**config.mk**
```make
export PLATFORM = sky130hd
export DESIGN_NAME = rtbs_probe
export DESIGN_NICKNAME = d
export VERILOG_FILES = /design/src/route_table_binary_search_lookup_assert.svh /design/src/rtbs_pkg.sv /design/src/rtbs_probe.sv
export SDC_FILE = /design/constraint.sdc
export NUM_CORES = 1
export LEC_CHECK = 0
export BUFFER_PORTS_ARGS = -buffer_cell sky130_fd_sc_hd__buf_2
export CAP_MARGIN = 10
export CORE_ASPECT_RATIO = 0.7
export CORE_MARGIN = 5
export CORE_UTILIZATION = 43
export DETAILED_ROUTE_END_ITERATION = 12
export GPL_TIMING_DRIVEN = 0
export PLACE_DENSITY_LB_ADDON = 0.2
export SYNTH_ARGS = -nofsm -noshare
export SYNTH_HDL_FRONTEND = slang
export SYNTH_SLANG_ARGS = --single-unit
```
**constraint.sdc**
```tcl
create_clock -name vclk -period 2.6
set_input_delay 0.39 -clock vclk [all_inputs]
set_output_delay 0.39 -clock vclk [all_outputs]
set_load 0.02 [all_outputs]
```
**src/route_table_binary_search_lookup_assert.svh**
```systemverilog
// assertion macros for the route table lookup
// each check samples on the rising edge of clk and is held off while rst_n is low
`ifndef ROUTE_TABLE_BINARY_SEARCH_LOOKUP_ASSERT_SVH
`define ROUTE_TABLE_BINARY_SEARCH_LOOKUP_ASSERT_SVH

`ifndef SYNTHESIS

// implication checked every cycle out of reset
`define RTBS_ASSERT(label, prop, msg) \
    label: assert property (@(posedge clk) disable iff (!rst_n) prop) else $error(msg);

// same check with the previous cycle also required out of reset
`define RTBS_ASSERT_PAST(label, prop, msg) \
    label: assert property (@(posedge clk) disable iff (!rst_n) $past(rst_n) |-> prop) \
        else $error(msg);

`else

`define RTBS_ASSERT(label, prop, msg)
`define RTBS_ASSERT_PAST(label, prop, msg)

`endif

`endif

```
**src/rtbs_pkg.sv**
```systemverilog
`default_nettype none

package rtbs_pkg;

    // fixed field widths
    localparam int DATA_W = 32;
    localparam int PORT_W = 4;
    localparam int IDX_W  = 10;
    localparam int CNT_W  = 11;

    // item kinds
    localparam logic MODE_WRITE  = 1'b0;
    localparam logic MODE_LOOKUP = 1'b1;

    // search sequencer states
    typedef enum logic [1:0] {
        ST_IDLE,
        ST_READ,
        ST_CHECK,
        ST_DONE
    } state_t;

    // outcome of one probe
    typedef struct packed {
        logic hit;
        logic go_right;
    } probe_res_t;

endpackage

`default_nettype wire

```
**src/rtbs_probe.sv**
```systemverilog
`default_nettype none

module rtbs_probe
    import rtbs_pkg::*;
(
    input  wire logic [DATA_W-1:0] dest,
    input  wire logic [DATA_W-1:0] mask,
    input  wire logic [DATA_W-1:0] prefix,
    input  wire logic [DATA_W-1:0] prev_prefix,
    input  wire logic              mid_zero,
    output probe_res_t             res
);

    logic [DATA_W-1:0] masked;

    // masked destination against the entry and its predecessor
    assign masked       = dest & mask;
    assign res.hit      = (masked == prefix) && (mid_zero || (masked > prev_prefix));
    assign res.go_right = masked > prefix;

endmodule

`default_nettype wire

```
==> results of run 1 <==
## cell type report
class	count	area share, %
multi-input cells	193	63.51
repair buffers	132	25.07
inverters	65	9.019
well taps	52	2.405
## logic make-up (layout without fill, tap and decap cells)
kind of cell / after synthesis / in the layout / synth area share, %
compound gates: 53 / 53 / 18.94
buf+inv: 65 / 197 / 13.48
fa+ha+maj: 62 / 62 / 42.85
simple gates: 78 / 78 / 24.74
## routing by layer
metal  routed length, um  track usage, %  part of all wire [%]  vias up
li1                    -               -                     -     1164
met1                2424           22.63                    46      909
met5                   0               0                     0        -
met4                   0          0.1916                     0        0
met3                 427           1.540                   8.1        0
met2                2449           29.79                    46       72
## timing repair
item | in CTS | in global routing
setup endpoints to repair | 2 | 1
pin swaps | 5 | 12
setup buffers | 1 | 0
gates resized for setup | 4 | 22
## critical path, delay by kind of cell
kind | cells | cell delay (ps)
simple gates | 3 | 860
fa+ha+maj | 1 | 260
compound gates | 2 | 370
buf+inv | 2 | 270
## worst min path at each step
stage               startpoint      to  slack, ps  cells past startpoint
global placement      mid_zero  res[1]       1270                      4
floorplan            prefix[0]  res[0]       1160                      4
detailed placement    mid_zero  res[1]       1260                      4
CTS                   mid_zero  res[1]       1250                      4
global route          mid_zero  res[1]       1310                      4
finish                mid_zero  res[1]       1240                      4
## stage by stage
stage / cell area [sq um] / worst slack, ps / hold WS (ps)
after floorplan: 1810 / 143.6 / 1155
after global placement: 2531 / -160.6 / 1268
after detailed placement: 2531 / -149.4 / 1256
after CTS: 2557 / 1.327 / 1254
after global routing: 2705 / -45.74 / 1309
final: 2705 / 57.39 / 1245
## layout by cell type, fill, tap and decap left out, types with 2 or more instances in the layout
cell	count
o21ai_0	7
buf_6	2
a221oi_1	2
inv_1	65
a21oi_1	18
nor2b_1	2
nor2_1	4
and4_1	2
a31oi_1	2
and2_1	22
ha_1	54
and2_4	8
nand3_1	7
buf_4	2
a21boi_0	2
a211oi_1	3
nor3_1	2
nand2_1	12
nand4_1	10
ha_4	8
a21o_1	7
nor4_1	2
buf_2	128
## power groups by stage
| stage | Sequential (mW) | Combinational (mW) | Clock, mW |
|---|---|---|---|
| after global placement | 0 | 0.305 | 0 |
| final | 0 | 0.345 | 0 |
| after global routing | 0 | 0.399 | 0 |
| after detailed placement | 0 | 0.314 | 0 |
| after CTS | 0 | 0.321 | 0 |
| after floorplan | 0 | 0.177 | 0 |
==> key figures, run 1 <==
Outcome
  • Status: finished clean

Worst setup path
  • CP max FO: 3
  • Crit end category: primary output
  • CP startpoint: dest[25]
  • Critical-path cell list: buf_2 -> and2_4 -> ha_4 -> nand4_1 -> or4_4 -> o22a_1 -> a31oi_1 -> buf_4
  • Worst path required time: 2210 ps
  • Critical path type: in2out
  • CP max-delay cell: or4_4
  • Worst EP arrival: 2150 ps
  • Worst setup SP type: primary input
  • Critical path endpoint: res[1]
  • CP peak stage delay: 540 ps

Timing
  • Final Max Tran Viols: 0
  • Minimum clock period after layout: 2543 ps
  • Slew Limit Headroom: 75.42%
  • Final setup fails: 0
  • Setup TNS: 0 ps
  • Final period util: 97.79%
  • Worst-Margin Slew: 359.4 ps
  • Max Clock Freq: 393.3 MHz
  • Final Hold Vio Count: 0
  • RSZ-0062 raised after global routing: true

Layout
  • Sequential Area: 0 sq um
  • Area grow syn2layout: 49.41%
  • Area of the multi-input gates: 1718 sq um
  • FFs & Latches: 0
  • Non-Filler Instances: 442
  • Final core occ: 67.73%
  • Antenna diode count: 0
  • Fin nets: 583
  • Fraction of layout cells with a size suffix above 1: 39.74%
  • Clk_buf instances: 0
  • Filler Cell Count: 359

Logic synthesis
  • Top cell type's share of synthesized area: 42.85%
  • Syn avg cell area: 7.017 sq um
  • Synth cell count leaders: inv_1 (65), ha_1 (62), and2_1 (30)
  • Synth unique cells: 32
  • Top cells by area, synth: ha_1 (43%), inv_1 (13%), and2_1 (10%)
  • Post-Syn Instances: 258
  • Area leader, netlist: ha_1
  • Sequential share of the synthesized area: 0%
  • Count leader, synth: inv_1
  • Synth warnings: 0
  • Syn nets: 449
  • Mapped Area: 1810 sq um

Power
  • Total power draw: 0.3449 mW
  • Sw power: 0.1604 mW
  • Max VDD drop: 0.07553 mV
  • Cell internal pwr: 0.1845 mW
  • Clk network pwr share: 0%
  • Flop pwr share: 0%
  • Static Leakage: 1.672 nW
  • Sw frac: 46.50%
  • Combinational share of power: 100.0%
  • P per Cell Area: 127.5 nW/um^2

Flow run
  • Max-cap violations: 0

Hold path
  • Tightest Hold Check Type: in2out

Global route
  • Largest net degree at the start of global routing: 6
  • Initial antenna violation count: 0
  • Total grt overflow: 0
  • Total GRT Usage: 16.58%
  • First-pass GRT wire length: 8.010 mm
  • Vias in the first global route: 2030

Placed design
  • Cells after DPL: 441
  • # port buffers: 131
  • Final Wtd Congestion: 0.7686
  • HPWL after DPL: 4.810 mm

Route
  • DRT Wirelength: 5.301 mm
  • DRT antenna net count: 0
  • DR iter-0 viols: 58
  • Post-DR vias/cell: 4.853
  • Mean routed wirelength per cell: 11.99 um
  • Vias: 2145
  • First drt pass iteration count: 4
  • Drt drc: 0

Floorplanning
  • Row count: 19
  • Total die area: 5629 sq um
  • Die height: 64.29 um
  • Initial Util: 45.33%
  • Core ar.: 3994 sq um
  • Die X-Extent: 87.56 um
  • IO Pins: 131

Clocking
  • Cts hold-fix bufs: 0
Note: power is estimated with default switching activity, not from simulation.
==> inputs of run 2 (changes only) <==
ABC_AREA = 1   (was not set)
CORE_UTILIZATION = 45   (was 43)
==> run 2 against run 1 <==
Critical path type unchanged. Die area up 2.4%. Sequential share of layout area unchanged. Cell area down 1.2%. Largest cell class unchanged. Setup slack better by 250 ps.
==> key figures, run 2 <==
Route
  • Drt drc: 0
  • Vias: 2254
  • Mean routed wirelength per cell: 9.567 um
  • DRT Wirelength: 4.927 mm
  • Post-DR vias/cell: 4.377
  • First drt pass iteration count: 4
  • DRT antenna net count: 0
  • DR iter-0 viols: 46

Placed design
  • Pre-CTS setup slack: 308.9 ps
  • Final Wtd Congestion: 0.7908
  • HPWL after DPL: 4.786 mm
  • # port buffers: 131

Global route
  • First-pass GRT wire length: 8.197 mm
  • Total grt overflow: 0
  • Largest net degree at the start of global routing: 5
  • Vias in the first global route: 2155
  • Met2 GRT Util: 28.82%
  • Initial antenna violation count: 0
  • Total GRT Usage: 16.63%
  • Met1 Usage GRT: 23.46%
  • GR Layer Usage met3: 1.525%
  • Layer with the highest usage: met2

Timing
  • Final setup fails: 0
  • Max Clock Freq: 436.7 MHz
  • Final Hold Vio Count: 0
  • Post-route setup slack: 310.2 ps
  • Setup TNS: 0 ps
  • Final period util: 88.07%
  • Minimum clock period after layout: 2290 ps
  • Slew Limit Headroom: 82.07%
  • Worst-Margin Slew: 266.5 ps
  • RSZ-0062 raised after global routing: false
  • Final Max Tran Viols: 0

Worst setup path
  • Crit end category: primary output
  • Worst EP arrival: 1900 ps
  • CP startpoint: dest[23]
  • Worst setup SP type: primary input
  • CP max FO: 2
  • Worst path required time: 2210 ps
  • Critical path type: in2out

Power
  • Sw frac: 50.79%
  • Combinational share of power: 100.0%
  • Sw power: 0.1709 mW
  • Max VDD drop: 0.06430 mV
  • Clk network pwr share: 0%
  • Flop pwr share: 0%
  • P per Cell Area: 126.0 nW/um^2
  • Cell internal pwr: 0.1656 mW
  • Static Leakage: 2.007 nW

Layout
  • Filler Cell Count: 448
  • Area grow syn2layout: 37.21%
  • Fin nets: 653
  • Sequential Area: 0 sq um
  • Most frequent cells in the layout: buf_2 (131), inv_1 (105), nand2_1 (73), ha_1 (62), a21oi_1 (29)
  • FFs & Latches: 0
  • Antenna diode count: 0
  • Fraction of layout cells with a size suffix above 1: 30.22%
  • Clk_buf instances: 0
  • Area of the multi-input gates: 1541 sq um
  • Commonest non-fill, non-tap cell in the layout: buf_2

Clocking
  • PostCTS Resize Cnt: 0
  • Cts hold-fix bufs: 0
  • Total setup buffers inserted after CTS: 0

Logic synthesis
  • Syn avg cell area: 5.918 sq um
  • Count leader, synth: inv_1
  • Sequential share of the synthesized area: 0%
  • Top cell type's share of synthesized area: 39.85%
  • Area leader, netlist: ha_1
  • Top cells by area, synth: ha_1 (40%), inv_1 (20%), nand2_1 (14%)
  • Mapped Area: 1947 sq um
  • Synth cell count leaders: inv_1 (105), nand2_1 (73), ha_1 (62)
  • Post-Syn Instances: 329
  • Synth warnings: 0
  • Syn nets: 520
  • Synth unique cells: 27

Outcome
  • Status: finished clean

Hold path
  • Min-delay src: mid_zero
  • Tightest Hold Check Type: in2out

Floorplanning
  • IO Pins: 131
  • Core ar.: 4254 sq um
  • Die X-Extent: 88.62 um
  • Die height: 65.03 um
  • Row count: 20
  • Total die area: 5763 sq um
  • Initial Util: 45.76%

Flow run
  • Max-cap violations: 0
[run 2: cell count changes after synthesis, moves of 3 or more]
cell     previous run  this run
nand2_1            12        73
inv_1              65       105
and2_1             30         0
a21oi_1            19        29
nor2_1              4        14
a21o_1              7         1
nand4_1            10         7
nor3_1              4         1
o21ai_1             1         4
[run 2: worst paths after layout]
kind  slack (ps)  cells past startpoint     end
min         1130                      4  res[1]
max          310                     13  res[0]
[run 2: area by class of cell]
type               count  area share, %
inverters            108          15.18
multi-input cells    221          57.71
well taps             55          2.576
repair buffers       131          24.54
[run 2: stage by stage]
stage                     hold WS (ps)  power [mW]  std cells  cell area [sq um]  utilization, %
final                             1134      0.3365        515               2671           62.79
after global routing              1149      0.4010        515               2671           62.79
after CTS                         1135      0.3417        515               2671           62.79
after detailed placement          1135      0.3398        515               2671           62.79
after global placement            1130      0.3268        515               2671           62.79
after floorplan                  916.4      0.1993        329               1947               -
[run 2: cell families (layout without fill, tap and decap cells)]
family	after synthesis	after routing	share of synthesized area [%]
AOI/OAI and AO/OA	48	48	13.69
adders and majority gates	62	62	39.85
buffers and inverters	108	239	20.82
and+or+nand+nor	111	111	25.64
[run 2: critical path, stage by stage]
cell      delay [ps]
buf_2             90
nand2_1           50
inv_1             50
ha_1             290
nand2_1           70
inv_1             50
nand3_1           70
nor3_1           210
nand4_1          130
clkinv_1          90
nand3_1           90
a21boi_1         140
buf_2            160
[run 2: per-layer routing]
layer | vias to the layer above | wire (um) | share of wire, %
li1 | 1290 | - | -
met1 | 895 | 2305 | 47
met2 | 67 | 2175 | 44
met3 | 2 | 437 | 8.9
met4 | 0 | 8 | 0.16
met5 | - | 0 | 0
[run 2: power by group through the flow]
stage / Combinational [mW] / Clock [mW] / Sequential, mW
floorplan: 0.199 / 0 / 0
global placement: 0.327 / 0 / 0
detailed placement: 0.340 / 0 / 0
CTS: 0.342 / 0 / 0
global route: 0.401 / 0 / 0
finish: 0.336 / 0 / 0
==> inputs of run 3 (changes only) <==
CORE_UTILIZATION = 40   (was 45)
clock period = 2.1 ns   (was 2.6 ns; I/O delays follow)
==> run 3 against run 2 <==
Non-clock buffer count increased by 1. Sequential cell count unchanged. Cell count grew 2.9%. Via count rose by 3.5%. Worst hold slack worse by 180 ps. Cell area rose by 13%. Setup slack got worse by 300 ps. Power increased by 51%. Combinational power is 51% higher.
==> key figures, run 3 (synthesis gave the netlist of run 2 again) <==
Outcome
  • Status: finished clean

Hold path
  • Min-delay src: mid_zero
  • Worst hold endpoint: res[1]
  • Tightest Hold Check Type: in2out
  • Hold Path Depth: 4

Layout
  • Area grow syn2layout: 55.21%
  • Sequential Area: 0 sq um
  • FFs & Latches: 0
  • Fin nets: 654
  • Most frequent cells in the layout: buf_2 (124), inv_1 (91), nand2_1 (54), ha_1 (48), a21oi_1 (29)
  • Area of the multi-input gates: 1823 sq um
  • Commonest non-fill, non-tap cell in the layout: buf_2
  • Final core occ: 63.54%
  • Clk_buf instances: 0
  • Post-route cell area: 3022 sq um
  • Antenna diode count: 0
  • Filler Cell Count: 463
  • Fraction of layout cells with a size suffix above 1: 42.73%

Floorplanning
  • Core ar.: 4756 sq um
  • Initial Util: 40.94%
  • Die X-Extent: 93.39 um
  • Die height: 68.37 um
  • Total die area: 6385 sq um
  • IO Pins: 131
  • Row count: 21

Route
  • Vias: 2332
  • DRT antenna net count: 0
  • Post-DR vias/cell: 4.400
  • DRT Wirelength: 5.382 mm
  • DR iter-0 viols: 23
  • Mean routed wirelength per cell: 10.15 um
  • Drt drc: 0
  • First drt pass iteration count: 4

Timing
  • Final Max Tran Viols: 0
  • Slew Limit Headroom: 81.39%
  • Max Clock Freq: 479.0 MHz
  • Final setup fails: 0
  • RSZ-0062 raised after global routing: true
  • Final period util: 99.42%
  • Minimum clock period after layout: 2088 ps
  • Final Hold Vio Count: 0
  • Final hold slack: 954.2 ps
  • Worst-Margin Slew: 276.6 ps

Global route
  • Total GRT Usage: 14.27%
  • Initial antenna violation count: 0
  • Largest net degree at the start of global routing: 5
  • First-pass GRT wire length: 7.810 mm
  • Vias in the first global route: 2007
  • Total grt overflow: 0

Worst setup path
  • Critical path type: in2out
  • Worst path required time: 1780 ps
  • CP max-delay cell: ha_4
  • Worst EP arrival: 1770 ps
  • Crit end category: primary output
  • CP max FO: 2
  • Critical-path cell list: buf_2 -> nand2_2 -> inv_2 -> ha_4 -> nand2_4 -> nor2_4 -> nand2_2 -> nor4_4 -> nand2_1 -> nand2_1 -> nand2_1 -> a21oi_2 -> buf_6
  • Worst setup SP type: primary input
  • Top cell by count, worst path: nand2_1
  • CP peak stage delay: 270 ps

Placed design
  • Area post-placement: 2689 sq um
  • HPWL after DPL: 4.663 mm
  • # port buffers: 131
  • Final Wtd Congestion: 0.7818

Clocking
  • Cts hold-fix bufs: 0

Power
  • Static Leakage: 2.024 nW
  • P per Cell Area: 168.6 nW/um^2
  • Max VDD drop: 0.08931 mV
  • Total power draw: 0.5094 mW

Flow run
  • Max-cap violations: 0
-- run 3: cell types whose count changed in the layout (fill, tap and decap cells not counted), moves of 2 or more --
cell / change
nand2_4: +4
ha_1: -14
nor2_2: +3
nand2_2: +15
nand3_2: +2
inv_2: +15
buf_2: -7
nand3_1: -2
nor2_1: -4
inv_1: -14
ha_4: +14
buf_6: +7
nand2_1: -19
-- run 3: timing repair --
item                                    CTS  global route
setup buffers                             0             1
gates resized for setup                   4            67
endpoints found under the setup margin    2             2
pin swaps                                 0            26
endpoints found under the hold margin     0             0
cloned                                    0             0
-- run 3: layer usage --
layer	share of wire, %	GRT usage [%]	vias to the layer above
met3	7.7	1.209	2
met5	0	0	-
met2	45	23.51	76
met4	0.28	0.7313	0
met1	47	21.14	959
li1	-	-	1295
-- run 3: critical path: cells and delay by family --
kind	cells	cell delay (ps)
buffers and inverters	3	280
AO/OA/AOI/OAI	1	140
AND/OR/NAND/NOR	8	750
adder cells (fa/ha/maj)	1	270
-- run 3: area by class of cell --
| cell class | count | area share [%] |
|---|---|---|
| multi-input cells | 221 | 60.33 |
| repair buffers | 132 | 23.40 |
| inverters | 108 | 13.42 |
| well taps | 69 | 2.857 |
-- run 3: metrics by stage --
stage               TNS, ps  instances  setup slack, ps
floorplan                 0        329            229.4
global placement     -90.73        529           -54.61
detailed placement   -128.8        529           -70.65
CTS                  -8.384        529           -8.384
global route         -154.2        530           -111.4
finish                    0        530            12.19
-- run 3: report_power, final --
group	internal, mW	switching (mW)	total (mW)
combinational	0.253	0.257	0.509
sequential	0	0	0
clock	0	0	0
-- run 3: worst max-delay path by stage --
stage               startpoint     end  slack (ps)
finish                dest[29]  res[1]          10
global route          dest[27]  res[1]        -110
CTS                   dest[31]  res[1]          -8
detailed placement    dest[31]  res[1]         -70
global placement      dest[23]  res[0]         -50
floorplan              dest[7]  res[1]         230
